[src/rtl/mcp_pkg.sv]
// shared types and constants of the midpoint circle point generator
package mcp_pkg;

  // input item kind, carried in bit 0 of the slave tuser
  typedef enum logic {
    FUNC_START = 1'b0,
    FUNC_STEP  = 1'b1
  } func_e;

  // eight symmetric points per emission
  localparam int unsigned NUM_POINTS = 8;
  localparam int unsigned IDX_BITS   = $clog2(NUM_POINTS);
  localparam logic [IDX_BITS-1:0] LAST_IDX = IDX_BITS'(NUM_POINTS - 1);

  // point index bits: negate x part, negate y part, swap x and y
  localparam int unsigned IDX_NEG_A = 0;
  localparam int unsigned IDX_NEG_B = 1;
  localparam int unsigned IDX_SWAP  = 2;

  // handoff control from the octant tracker to the point emitter
  typedef struct packed {
    logic load;
    logic done;
  } load_ctrl_t;

endpackage

[src/rtl/midpoint_circle_points.sv]
// top level of the midpoint circle point generator
//
//  channel  dir  tdata (low bit up)                 tuser        tlast
//  s_axis   in   center_x, center_y, radius, pad    func         -
//  m_axis   out  point_x, point_y, pad              circle_done  last_of_step
//
// a start or an active step is taken while the emitter has room and yields
// eight points, one per cycle unless m_axis stalls; the point emitter has a
// single output port and takes no new item until its eighth point is sent.
// a step while idle is taken and yields nothing.
// s_axis_tready_o rises in the cycle of the eighth point transfer, so the
// next item follows without a gap; an m_axis stall holds the current point.
// reset clears the emitter and returns the tracker to idle.
module midpoint_circle_points #(
  parameter int unsigned COORD_BITS  = 12,
  parameter int unsigned RADIUS_BITS = 11
) (
  input  logic                clk_i,
  input  logic                rst_ni,
  input  logic                s_axis_tvalid_i,
  output logic                s_axis_tready_o,
  // center_x, center_y, radius, zero pad
  input  logic [((2*COORD_BITS+RADIUS_BITS+7)/8)*8-1:0] s_axis_tdata_i,
  // func
  input  logic [0:0]          s_axis_tuser_i,
  output logic                m_axis_tvalid_o,
  input  logic                m_axis_tready_i,
  // point_x, point_y, zero pad
  output logic [((2*(COORD_BITS+1)+7)/8)*8-1:0] m_axis_tdata_o,
  // circle_done
  output logic [0:0]          m_axis_tuser_o,
  output logic                m_axis_tlast_o
);

  localparam int unsigned OUT_W = ((2*(COORD_BITS+1)+7)/8)*8;

  mcp_pkg::load_ctrl_t          ctrl;
  logic                         room;
  logic signed [COORD_BITS-1:0] rec_cx, rec_cy;
  logic [RADIUS_BITS-1:0]       rec_x, rec_y;
  logic signed [COORD_BITS:0]   point_x, point_y;
  logic                         done;

  // octant tracker
  mcp_octant #(
    .COORD_BITS (COORD_BITS),
    .RADIUS_BITS(RADIUS_BITS)
  ) u_octant (
    .clk_i     (clk_i),
    .rst_ni    (rst_ni),
    .in_valid_i(s_axis_tvalid_i),
    .in_ready_o(s_axis_tready_o),
    .func_i    (s_axis_tuser_i[0]),
    .center_x_i(s_axis_tdata_i[COORD_BITS-1:0]),
    .center_y_i(s_axis_tdata_i[2*COORD_BITS-1:COORD_BITS]),
    .radius_i  (s_axis_tdata_i[2*COORD_BITS+RADIUS_BITS-1:2*COORD_BITS]),
    .room_i    (room),
    .ctrl_o    (ctrl),
    .rec_cx_o  (rec_cx),
    .rec_cy_o  (rec_cy),
    .rec_x_o   (rec_x),
    .rec_y_o   (rec_y)
  );

  // point emitter
  mcp_emit #(
    .COORD_BITS (COORD_BITS),
    .RADIUS_BITS(RADIUS_BITS)
  ) u_emit (
    .clk_i      (clk_i),
    .rst_ni     (rst_ni),
    .ctrl_i     (ctrl),
    .rec_cx_i   (rec_cx),
    .rec_cy_i   (rec_cy),
    .rec_x_i    (rec_x),
    .rec_y_i    (rec_y),
    .room_o     (room),
    .out_valid_o(m_axis_tvalid_o),
    .out_ready_i(m_axis_tready_i),
    .point_x_o  (point_x),
    .point_y_o  (point_y),
    .last_o     (m_axis_tlast_o),
    .done_o     (done)
  );

  // pack the point
  assign m_axis_tdata_o = OUT_W'({point_y, point_x});
  assign m_axis_tuser_o = done;

endmodule

[src/rtl/mcp_octant.sv]
// octant tracker: midpoint decision update and circle state
module mcp_octant #(
  parameter int unsigned COORD_BITS  = 12,
  parameter int unsigned RADIUS_BITS = 11
) (
  input  logic                          clk_i,
  input  logic                          rst_ni,
  input  logic                          in_valid_i,
  output logic                          in_ready_o,
  input  logic                          func_i,
  input  logic signed [COORD_BITS-1:0]  center_x_i,
  input  logic signed [COORD_BITS-1:0]  center_y_i,
  input  logic [RADIUS_BITS-1:0]        radius_i,
  input  logic                          room_i,
  output mcp_pkg::load_ctrl_t           ctrl_o,
  output logic signed [COORD_BITS-1:0]  rec_cx_o,
  output logic signed [COORD_BITS-1:0]  rec_cy_o,
  output logic [RADIUS_BITS-1:0]        rec_x_o,
  output logic [RADIUS_BITS-1:0]        rec_y_o
);

  localparam int unsigned DEC_BITS = RADIUS_BITS + 3;

  logic                         active_q, active_d;
  logic signed [COORD_BITS-1:0] cx_q, cx_d, cy_q, cy_d;
  logic [RADIUS_BITS-1:0]       ox_q, ox_d, oy_q, oy_d;
  logic signed [DEC_BITS-1:0]   dec_q, dec_d;
  logic                         accept;
  logic                         is_start;
  logic                         emits;
  logic                         done;
  logic signed [DEC_BITS-1:0]   x_ext, y_ext;

  assign in_ready_o = room_i;
  assign accept     = in_valid_i && room_i;
  assign is_start   = (func_i == mcp_pkg::FUNC_START);
  assign emits      = is_start || active_q;

  assign x_ext = $signed({{(DEC_BITS-RADIUS_BITS){1'b0}}, ox_q});
  assign y_ext = $signed({{(DEC_BITS-RADIUS_BITS){1'b0}}, oy_q});

  // next offset and decision for start or one midpoint step
  always_comb begin
    cx_d  = cx_q;
    cy_d  = cy_q;
    ox_d  = ox_q;
    oy_d  = oy_q;
    dec_d = dec_q;
    if (is_start) begin
      cx_d  = center_x_i;
      cy_d  = center_y_i;
      ox_d  = '0;
      oy_d  = radius_i;
      dec_d = DEC_BITS'(1) - $signed({{(DEC_BITS-RADIUS_BITS){1'b0}}, radius_i});
    end else if (dec_q[DEC_BITS-1]) begin
      dec_d = dec_q + (x_ext <<< 1) + DEC_BITS'(3);
      ox_d  = ox_q + RADIUS_BITS'(1);
    end else begin
      dec_d = dec_q + ((x_ext - y_ext) <<< 1) + DEC_BITS'(5);
      ox_d  = ox_q + RADIUS_BITS'(1);
      oy_d  = oy_q - RADIUS_BITS'(1);
    end
  end

  // circle ends once y no longer lies above x
  assign done     = !(oy_d > ox_d);
  assign active_d = done ? 1'b0 : 1'b1;

  // active flag
  always_ff @(posedge clk_i or negedge rst_ni) begin
    if (!rst_ni) begin
      active_q <= 1'b0;
    end else if (accept && emits) begin
      active_q <= active_d;
    end
  end

  // circle payload state
  always_ff @(posedge clk_i) begin
    if (accept && emits) begin
      cx_q  <= cx_d;
      cy_q  <= cy_d;
      ox_q  <= ox_d;
      oy_q  <= oy_d;
      dec_q <= dec_d;
    end
  end

  assign ctrl_o.load = accept && emits;
  assign ctrl_o.done = done;
  assign rec_cx_o    = cx_d;
  assign rec_cy_o    = cy_d;
  assign rec_x_o     = ox_d;
  assign rec_y_o     = oy_d;

endmodule

[src/rtl/mcp_emit.sv]
// point emitter: holds one emission and sends its eight points
module mcp_emit #(
  parameter int unsigned COORD_BITS  = 12,
  parameter int unsigned RADIUS_BITS = 11
) (
  input  logic                          clk_i,
  input  logic                          rst_ni,
  input  mcp_pkg::load_ctrl_t           ctrl_i,
  input  logic signed [COORD_BITS-1:0]  rec_cx_i,
  input  logic signed [COORD_BITS-1:0]  rec_cy_i,
  input  logic [RADIUS_BITS-1:0]        rec_x_i,
  input  logic [RADIUS_BITS-1:0]        rec_y_i,
  output logic                          room_o,
  output logic                          out_valid_o,
  input  logic                          out_ready_i,
  output logic signed [COORD_BITS:0]    point_x_o,
  output logic signed [COORD_BITS:0]    point_y_o,
  output logic                          last_o,
  output logic                          done_o
);

  localparam int unsigned SUM_BITS =
    ((COORD_BITS > RADIUS_BITS + 1) ? COORD_BITS : RADIUS_BITS + 1) + 2;

  logic                         valid_q;
  logic [mcp_pkg::IDX_BITS-1:0] idx_q;
  logic signed [COORD_BITS-1:0] cx_q, cy_q;
  logic [RADIUS_BITS-1:0]       ox_q, oy_q;
  logic                         done_q;
  logic                         xfer;
  logic                         is_last;
  logic [RADIUS_BITS-1:0]       part_a, part_b;
  logic signed [SUM_BITS-1:0]   a_ext, b_ext, sum_x, sum_y;

  assign is_last = (idx_q == mcp_pkg::LAST_IDX);
  assign xfer    = valid_q && out_ready_i;
  assign room_o  = !valid_q || (xfer && is_last);

  // emission valid and point index
  always_ff @(posedge clk_i or negedge rst_ni) begin
    if (!rst_ni) begin
      valid_q <= 1'b0;
      idx_q   <= '0;
    end else if (room_o) begin
      valid_q <= ctrl_i.load;
      idx_q   <= '0;
    end else if (xfer) begin
      idx_q <= idx_q + mcp_pkg::IDX_BITS'(1);
    end
  end

  // emission payload
  always_ff @(posedge clk_i) begin
    if (room_o && ctrl_i.load) begin
      cx_q   <= rec_cx_i;
      cy_q   <= rec_cy_i;
      ox_q   <= rec_x_i;
      oy_q   <= rec_y_i;
      done_q <= ctrl_i.done;
    end
  end

  // select the symmetric offset for this point and add it to the centre
  assign part_a = idx_q[mcp_pkg::IDX_SWAP] ? oy_q : ox_q;
  assign part_b = idx_q[mcp_pkg::IDX_SWAP] ? ox_q : oy_q;
  assign a_ext  = $signed({{(SUM_BITS-RADIUS_BITS){1'b0}}, part_a});
  assign b_ext  = $signed({{(SUM_BITS-RADIUS_BITS){1'b0}}, part_b});
  assign sum_x  = SUM_BITS'(cx_q) + (idx_q[mcp_pkg::IDX_NEG_A] ? -a_ext : a_ext);
  assign sum_y  = SUM_BITS'(cy_q) + (idx_q[mcp_pkg::IDX_NEG_B] ? -b_ext : b_ext);

  assign out_valid_o = valid_q;
  assign point_x_o   = sum_x[COORD_BITS:0];
  assign point_y_o   = sum_y[COORD_BITS:0];
  assign last_o      = is_last;
  assign done_o      = is_last && done_q;

endmodule

[config.mk]
export PLATFORM = sky130hd
export DESIGN_NAME = midpoint_circle_points
export DESIGN_NICKNAME = d
export VERILOG_FILES = /design/src/rtl/mcp_pkg.sv /design/src/rtl/midpoint_circle_points.sv /design/src/rtl/mcp_octant.sv /design/src/rtl/mcp_emit.sv
export SDC_FILE = /design/constraint.sdc
export NUM_CORES = 1
export LEC_CHECK = 0
export ABC_AREA = 1
export BUFFER_PORTS_ARGS = -buffer_cell sky130_fd_sc_hd__clkbuf_2
export CAP_MARGIN = 20
export CORE_ASPECT_RATIO = 1.4
export CORE_MARGIN = 2
export CORE_UTILIZATION = 55
export DETAILED_ROUTE_END_ITERATION = 8
export PLACE_DENSITY_LB_ADDON = 0.3
export SLEW_MARGIN = 25
export SYNTH_ARGS = -nofsm -noshare
export SYNTH_HDL_FRONTEND = slang
export SYNTH_SLANG_ARGS = --single-unit
export TNS_END_PERCENT = 10
[constraint.sdc]
create_clock -name clk_i -period 3.2 [get_ports clk_i]
set_input_delay 0.64 -clock clk_i [delete_from_list [all_inputs] [get_ports clk_i]]
set_output_delay 0.64 -clock clk_i [all_outputs]
set_load 0.02 [all_outputs]
==> results of run 1 <==
## how the worst max path moves through the flow
stage / to / start / cells after the start
after CTS: m_axis_tdata_o[12] / u_emit.idx_q[2]$_DFFE_PN0P_ / 20
final: m_axis_tdata_o[11] / u_emit.idx_q[2]$_DFFE_PN0P_ / 18
after global placement: m_axis_tdata_o[11] / u_emit.idx_q[2]$_DFFE_PN0P_ / 16
after detailed placement: m_axis_tdata_o[11] / u_emit.idx_q[2]$_DFFE_PN0P_ / 18
after global routing: m_axis_tdata_o[11] / u_emit.idx_q[2]$_DFFE_PN0P_ / 18
after floorplan: m_axis_tdata_o[11] / u_emit.idx_q[2]$_DFFE_PN0P_ / 18
## synth_stat cells (all sizes together) (2+ instances only)
cell / instances
inv: 132
o31ai: 4
dfrtp: 5
clkbuf: 14
nor2: 80
a221oi: 3
nand3: 46
a31oi: 10
o21ai: 64
nor3: 9
xnor2: 23
buf: 12
nand4: 9
a21oi: 66
or2: 8
nand2: 300
o21a: 3
fa: 5
o22ai: 2
a21o: 13
mux2i: 2
o2111ai: 2
xor2: 36
nand3b: 2
o211ai: 3
a22oi: 2
edfxtp: 107
ha: 100
## per-layer routing
layer	wire [um]	track usage, %
met5	0	0
met4	821	10.7
met3	812	2.44
met2	12500	47.8
met1	9090	27.7
## kinds of logic (layout without fill, tap and decap cells)
logic type / count (synthesis) / after routing
other: 1 / 6
flip-flops: 112 / 112
XOR/XNOR: 59 / 59
buffers and inverters: 158 / 367
AND/OR/NAND/NOR: 457 / 457
AO/OA/AOI/OAI: 175 / 175
adder cells (fa/ha/maj): 105 / 105
multiplexers: 2 / 2
## final cells by class
cell class              count  share of cell area [%]
inverters                 132                    4.43
repair buffers            219                    14.1
flip-flops and latches    112                    29.7
multi-input cells         804                    47.1
well taps                 196                    2.18
clock buffers              11                    2.07
clock inverters             5                   0.456
## timing repair
action                     CTS  global route
gates cloned                 0             1
setup endpoints to repair   32            35
pin swaps                    8            28
resized for setup           42            84
setup buffers                3             6
## per-stage QoR
stage	setup TNS, ps	area, um^2	util (%)	hold slack (ps)	instances
2_1_floorplan	-1920	8820	-	344	1074
3_3_place_gp	-4500	10400	66.4	466	1453
3_5_place_dp	-6030	10400	66.4	469	1453
4_1_cts	-11110	10900	69.6	98.9	1472
5_1_grt	-17560	11200	72.1	96.4	1479
6_report	-12660	11200	72.1	93.7	1479
## power by group
part	leakage (uW)	switching (uW)	total, uW	internal, uW
combinational	0.00425	3080	5740	2660
clock	0.000138	552	1100	547
sequential	0.00103	56.1	1750	1690
total	0.00541	3690	8590	4900
## critical path, cell delays in order (launching register included)
cell     delay (ps)
dfrtp_2         450
buf_12          150
nand2_4          50
o21ai_2          60
inv_1            90
ha_2            180
inv_2            60
nor3_4          230
nand3_2         110
nand2_1         100
xor2_1          180
inv_1           100
ha_4            310
nand2_1         110
nor2_1          210
a21oi_2         120
o31ai_2         230
xor2_1          180
buf_4           160
## flip-flops by register name, summed over array words and instances (netlist names)
name / cells
u_octant.cy_q: 12
u_emit.ox_q: 11
u_emit.oy_q: 11
u_octant.cx_q: 12
u_octant.oy_q: 11
u_emit.idx_q: 3
u_octant.dec_q: 14
u_emit.cy_q: 12
u_octant.active_q: 1
u_emit.done_q: 1
u_octant.ox_q: 11
u_emit.out_valid_o: 1
u_emit.cx_q: 12
==> reports/metrics.sh, run 1 <==
FINALMAXSLEWVIOLATIONS=0
SYNTHTOPCELLSBYAREA='edfxtp_1 37%, ha_1 14%, nand2_1 13%'
ADDER_CELL_AREA_SHARE_OF_THE_YOSYS_NETLIST_PCT=15.4
ROUTE.DETAILED.WL_PER_INST_UM=15.7
SYN_AVG_CELL_AREA_UM2=8.23
CTS_HOLD_BUF=0
SYNTH.TOP_CELL.AREA_SHARE_PCT=36.5
POST-PLACE-WS_PS=-440
LAYOUT_COMMON_CELLS='287 x nand2_1, 157 x buf_4, 121 x inv_1'
DIE_HEIGHT_UM=154
VIOLATIONS_IN_THE_FINAL_REPORTS='setup timing'
SYNTHESIS.YOSYS.WARNINGS=0
SEQ_AREA_UM2=3340
POST_SYNTH_TOP_AREA_CELL='edfxtp_1'
LEAKAGE_uW=0.00541
CRIT_FANOUT=7
SYNTH.DISTINCT_CELLS=51
R2R_END='u_octant.dec_q[13]$_DFFE_PP_'
REG_TO_REG_CRITICAL_PATH_STARTPOINT='u_octant.oy_q[2]$_DFFE_PP_'
FINALCRITICALPERIOD_PS=4080
MULTIPLEXER_SHARE_OF_THE_SYNTHESIZED_AREA_PCT=0.270
SYNTH_ENABLE_FLOP_CELLS=107
STATUS='finished, violations left'
NUMPORTBUFFERS=69
POST_ROUTE_CELLS_DRIVE_ABOVE_1_SHARE_PCT=26.6
DRT-INITIAL-DRC-COUNT=548
CTS.CLK_SLEW.WORST_PATHS_PS=80
TRITONCTS='yes'
R2R_SLACK_PS=-230
HOLD_PATH_CLASS='input pin to asynchronous set/reset pin'
LARGEST_NET_DEGREE_AT_THE_START_OF_GLOBAL_ROUTING=61
CLOCK_INSERTION_DELAY_WORST_SKEW_PS=350
SYNTH_SIMPLE_GATE_AREA_SHARE_PCT=21.6
SYN_TO_FINAL_GROWTH_PCT=27.8
DIE_W_UM=111
DRCVIOLATIONCOUNT=0
TIGHTEST_SLEW_PS=589
FLOORPLAN.INITIALDENSITY_PCT=56.4
POWER_DENSITY_nW_PER_UM2=764
GLOBAL_ROUTE.OVERFLOW_TOTAL=0
CTS.SINK_COUNT=112
MAX-CLOCK-PATH-BUFFERS=2
FIRST_PASS_GRT_WIRE_LENGTH_UM=34800
FINAL_COMMON_CELL='nand2_1'
POST_SYNTH_INST_COUNT=1069
SYNTH_SEQ_CELLS=112
FINAL_HOLD_FAILS=0
DETAIL-ROUTE-ANTENNA-NETS=0
LAYOUT_WORST_PATH_CYCLE_SHARE_PCT=127
CTSHTREEMAXLEVEL=3
REPORT.POWER.TOTAL_uW=8590
FIRST_GLOBAL_VIAS=7824
IOPINCOUNT=81
DETAIL_ROUTE.WIRELENGTH_UM=23300
DRT_PRE_ANTENNA_ITERS=5
R2R.WORST_PATH.CELLS=23
POSTSYNTH.TOPFLOPCELL='edfxtp_1'
GRT_USE_TOTAL_PCT=24.9
MULTI_INPUT_AREA_UM2=5290
ROWS=54
SYNTH-SEQ-AREA-SHARE_PCT=37.9
CRITICAL_PATH.STARTPOINT_TYPE='flip-flop'
SYNTH_TOP_FAMILY_BY_AREA='simple AND/OR/NAND/NOR gates'
VIA_COUNT=7984
NUM_ANTENNA_CELLS=0
CRITPATHREQUIREDTIME_PS=2560
POST-ROUTE-WORST-SETUP-SLACK_PS=-878
SYNTH_XOR_XNOR_AREA_SHARE_PCT=5.87
FINALWEIGHTEDCONGESTION=0.886
CRITPATHCAPTURETYPE='primary output'
NETLIST_AREA_UM2=8800
WORST_CLOCK_SKEW_PS=9.92
PATH_CLASS='flip-flop to primary output'
MAX-VDD-IR-DROP_mV=1.10
DPL.HPWL_UM=16500
SETUP_VIOL_COUNT_FINAL=27
FINAL_NETS=1428
SLEW-LIMIT-HEADROOM_PCT=60.3
FILL_CELLS=1122
PLACEABLECOREAREA_UM2=15600
MAXCLOCKFREQUENCY_MHz=245
RSZ0062_AT_GRT='true'
SYNTH-ASYNC-RESET-RATIO_PCT=4.46
TRITONCTS.NUM_BUFFERS=9
FP.DIEAREA_UM2=17000
CLOCKROOTBUFFER='clkbuf_16'
ANTENNA_FOUND_INITIAL=0
SYNTH_COMPOUND_GATE_AREA_SHARE_PCT=11.5
CRITICAL_PATH_ARRIVAL_PS=3440
DRT-VIAS-PER-INSTANCE=5.40
MAXCAP_VIOL_COUNT=0
Power figures use the tool's default switching activity.
==> run 2, diff against run 1 <==
Settings changed: CORE_UTILIZATION 55 to 52.
==> run 2 against run 1 <==
Against the previous run:
- the run still ends with setup timing left
- clock skew is essentially flat
- worst hold slack improved by 2.3 ps
- sequential share of layout area is essentially flat
- critical path depth is 1 lower
- combinational power shrank 2%
- via count shrank 1.4%
==> reports/metrics.sh, run 2 (same netlist as run 1, synthesis figures left out) <==
FINAL_NETS=1433
DETAIL-ROUTE-ANTENNA-NETS=0
CRIT_FANOUT=6
CTSHTREEMAXLEVEL=3
SETUP_VIOL_COUNT_FINAL=27
IOPINCOUNT=81
CTS_HOLD_BUF=0
HOLD_PATH_CLASS='input pin to asynchronous set/reset pin'
TIGHTEST_SLEW_PS=569
REPORT.POWER.TOTAL_uW=8530
PLACEABLECOREAREA_UM2=16700
LAYOUT_WORST_PATH_CYCLE_SHARE_PCT=125
TRITONCTS='yes'
LAYOUT_COMMON_CELLS='285 x nand2_1, 159 x buf_4, 120 x inv_1'
DPL.HPWL_UM=16700
DRT-INITIAL-DRC-COUNT=504
MAX-CLOCK-PATH-BUFFERS=2
FIRST_GLOBAL_VIAS=7746
CRITICAL_PATH_ARRIVAL_PS=3370
CP.BUFFERS_INVERTERS=4
ROWS=56
FINAL_HOLD_FAILS=0
FLOORPLAN.INITIALDENSITY_PCT=52.8
LARGEST_NET_DEGREE_AT_THE_START_OF_GLOBAL_ROUTING=38
CLOCKROOTBUFFER='clkbuf_16'
TOP_REG_BY_FLOPS='u_octant.dec_q'
R2R.WORST_PATH.CELLS=21
TRITONCTS.NUM_BUFFERS=9
SLEW-LIMIT-HEADROOM_PCT=61.7
FINALMAXSLEWVIOLATIONS=0
PATH_CLASS='flip-flop to primary output'
FINAL_COMMON_CELL='nand2_1'
CTS.SINK_COUNT=112
LARGEST_REGISTER_FFS=14
CP-ENDPOINT='m_axis_tdata_o[11]'
NUMPORTBUFFERS=69
DRCVIOLATIONCOUNT=0
FIRST_PASS_GRT_WIRE_LENGTH_UM=35600
POST_ROUTE_CELLS_DRIVE_ABOVE_1_SHARE_PCT=27.0
TIMING.CRITICAL_PATH.SLOWEST_STAGE_CELL='dfrtp_2'
LEAKAGE_uW=0.00544
CELL_TYPE_GROUP_WITH_THE_LARGEST_TOTAL_DELAY_ON_THE_CRITICAL_PATH='compound AO/OA/AOI/OAI gates'
WORSTSETUPPATHDEPTH=17
ROUTE.DETAILED.WL_PER_INST_UM=14.7
CTS.CLK_SLEW.WORST_PATHS_PS=80
DIE_HEIGHT_UM=158
FINALCRITICALPERIOD_PS=4010
CRITPATHCAPTURETYPE='primary output'
DIE_W_UM=114
CRIT_PATH_START='u_emit.idx_q[2]$_DFFE_PN0P_'
DRT_PRE_ANTENNA_ITERS=5
GRT_USE_TOTAL_PCT=24.8
FINALWEIGHTEDCONGESTION=0.838
NUM_ANTENNA_CELLS=0
GLOBAL_ROUTE.OVERFLOW_TOTAL=0
SYN_TO_FINAL_GROWTH_PCT=27.9
MAX-VDD-IR-DROP_mV=0.441
ANTENNA_FOUND_INITIAL=0
POSTLAYOUTCELLAREA_UM2=11200
R2R_SLACK_PS=-180
MAXCLOCKFREQUENCY_MHz=249
PLACED_AREA_UM2=10400
CRITPATHREQUIREDTIME_PS=2560
BIGGEST_CELL_DELAY_ALONG_THE_CRITICAL_PATH_PS=480
POST-ROUTE-WORST-SETUP-SLACK_PS=-809
WORSTPATHCELLLIST='buf_6 -> nand2_4 -> o21ai_4 -> ha_2 -> inv_2 -> nor3_4 -> nand3_2 -> o21ai_4 -> nand2_1 -> xor2_1 -> ha_1 -> nand2_2 -> inv_2 -> a221oi_4 -> o31ai_4 -> xor2_1 -> buf_4'
DETAIL_ROUTE.WIRELENGTH_UM=22000
CLOCK_INSERTION_DELAY_WORST_SKEW_PS=360
CRITICAL_PATH.STARTPOINT_TYPE='flip-flop'
VIOLATIONS_IN_THE_FINAL_REPORTS='setup timing'
REG_TO_REG_CRITICAL_PATH_STARTPOINT='u_octant.ox_q[0]$_DFFE_PP_'
WORST_CLOCK_SKEW_PS=9.67
STATUS='finished, violations left'
FP.DIEAREA_UM2=18000
POWER_DENSITY_nW_PER_UM2=759
R2R_END='u_octant.dec_q[13]$_DFFE_PP_'
DRT-VIAS-PER-INSTANCE=5.28
RSZ0062_AT_GRT='true'
VIA_COUNT=7874
MAXCAP_VIOL_COUNT=0
-- run 2: cell types whose count changed in the layout (fill, tap and decap cells not counted), moves of 4 or more --
| cell | before | now |
|---|---|---|
| buf_6 | 0 | 4 |
| clkbuf_2 | 54 | 50 |
| ha_4 | 14 | 9 |
| nand2_2 | 9 | 13 |
| ha_1 | 85 | 89 |
| clkbuf_4 | 1 | 7 |
-- run 2: repair_timing --
action                     in CTS  in global routing
setup endpoints to repair      33                 35
buffers inserted                4                  5
pin swaps                       6                 20
gates resized for setup        55                 77
-- run 2: worst min path at each step --
stage / start / to / slack [ps] / cells past startpoint
floorplan: rst_ni / u_emit.idx_q[0]$_DFFE_PN0P_ / 340 / 0
global placement: rst_ni / u_emit.idx_q[0]$_DFFE_PN0P_ / 470 / 1
detailed placement: rst_ni / u_emit.out_valid_o$_DFFE_PN0N_ / 470 / 1
CTS: rst_ni / u_emit.out_valid_o$_DFFE_PN0N_ / 90 / 1
global route: rst_ni / u_emit.idx_q[2]$_DFFE_PN0P_ / 100 / 1
finish: rst_ni / u_emit.idx_q[0]$_DFFE_PN0P_ / 100 / 1
-- run 2: area by class of cell --
class	count	area, um^2
clock buffers	9	225
fillers	1302	5430
repair buffers	224	1620
clock inverters	7	72.6
multi-input cells	804	5240
inverters	132	498
flip-flops and latches	112	3340
well taps	203	254
-- run 2: per-layer routing --
metal / track usage, % / vias up / wire length (um)
met1: 29.3 / 3643 / 8900
met2: 46.3 / 172 / 11800
met3: 2.91 / 37 / 646
met5: 0 / - / 0
met4: 8.36 / 0 / 626
li1: - / 4022 / -
-- run 2: metrics by stage --
stage | utilization (%) | setup WS [ps] | hold slack (ps) | TNS, ps | cells
6_report | 67.5 | -809 | 95.9 | -10690 | 1491
4_1_cts | 65.5 | -748 | 93.0 | -11000 | 1486
3_3_place_gp | 62.4 | -427 | 470 | -6080 | 1466
2_1_floorplan | - | -392 | 344 | -1920 | 1074
3_5_place_dp | 62.4 | -550 | 472 | -8060 | 1466
5_1_grt | 67.5 | -974 | 97.9 | -16830 | 1491
-- run 2: power by group --
part           total [uW]  leakage, uW  internal [uW]  switching [uW]
Sequential           1750      0.00103           1690            61.7
Combinational        5650      0.00426           2670            2980
Clock                1130     0.000148            554             579
Total                8530      0.00544           4920            3620
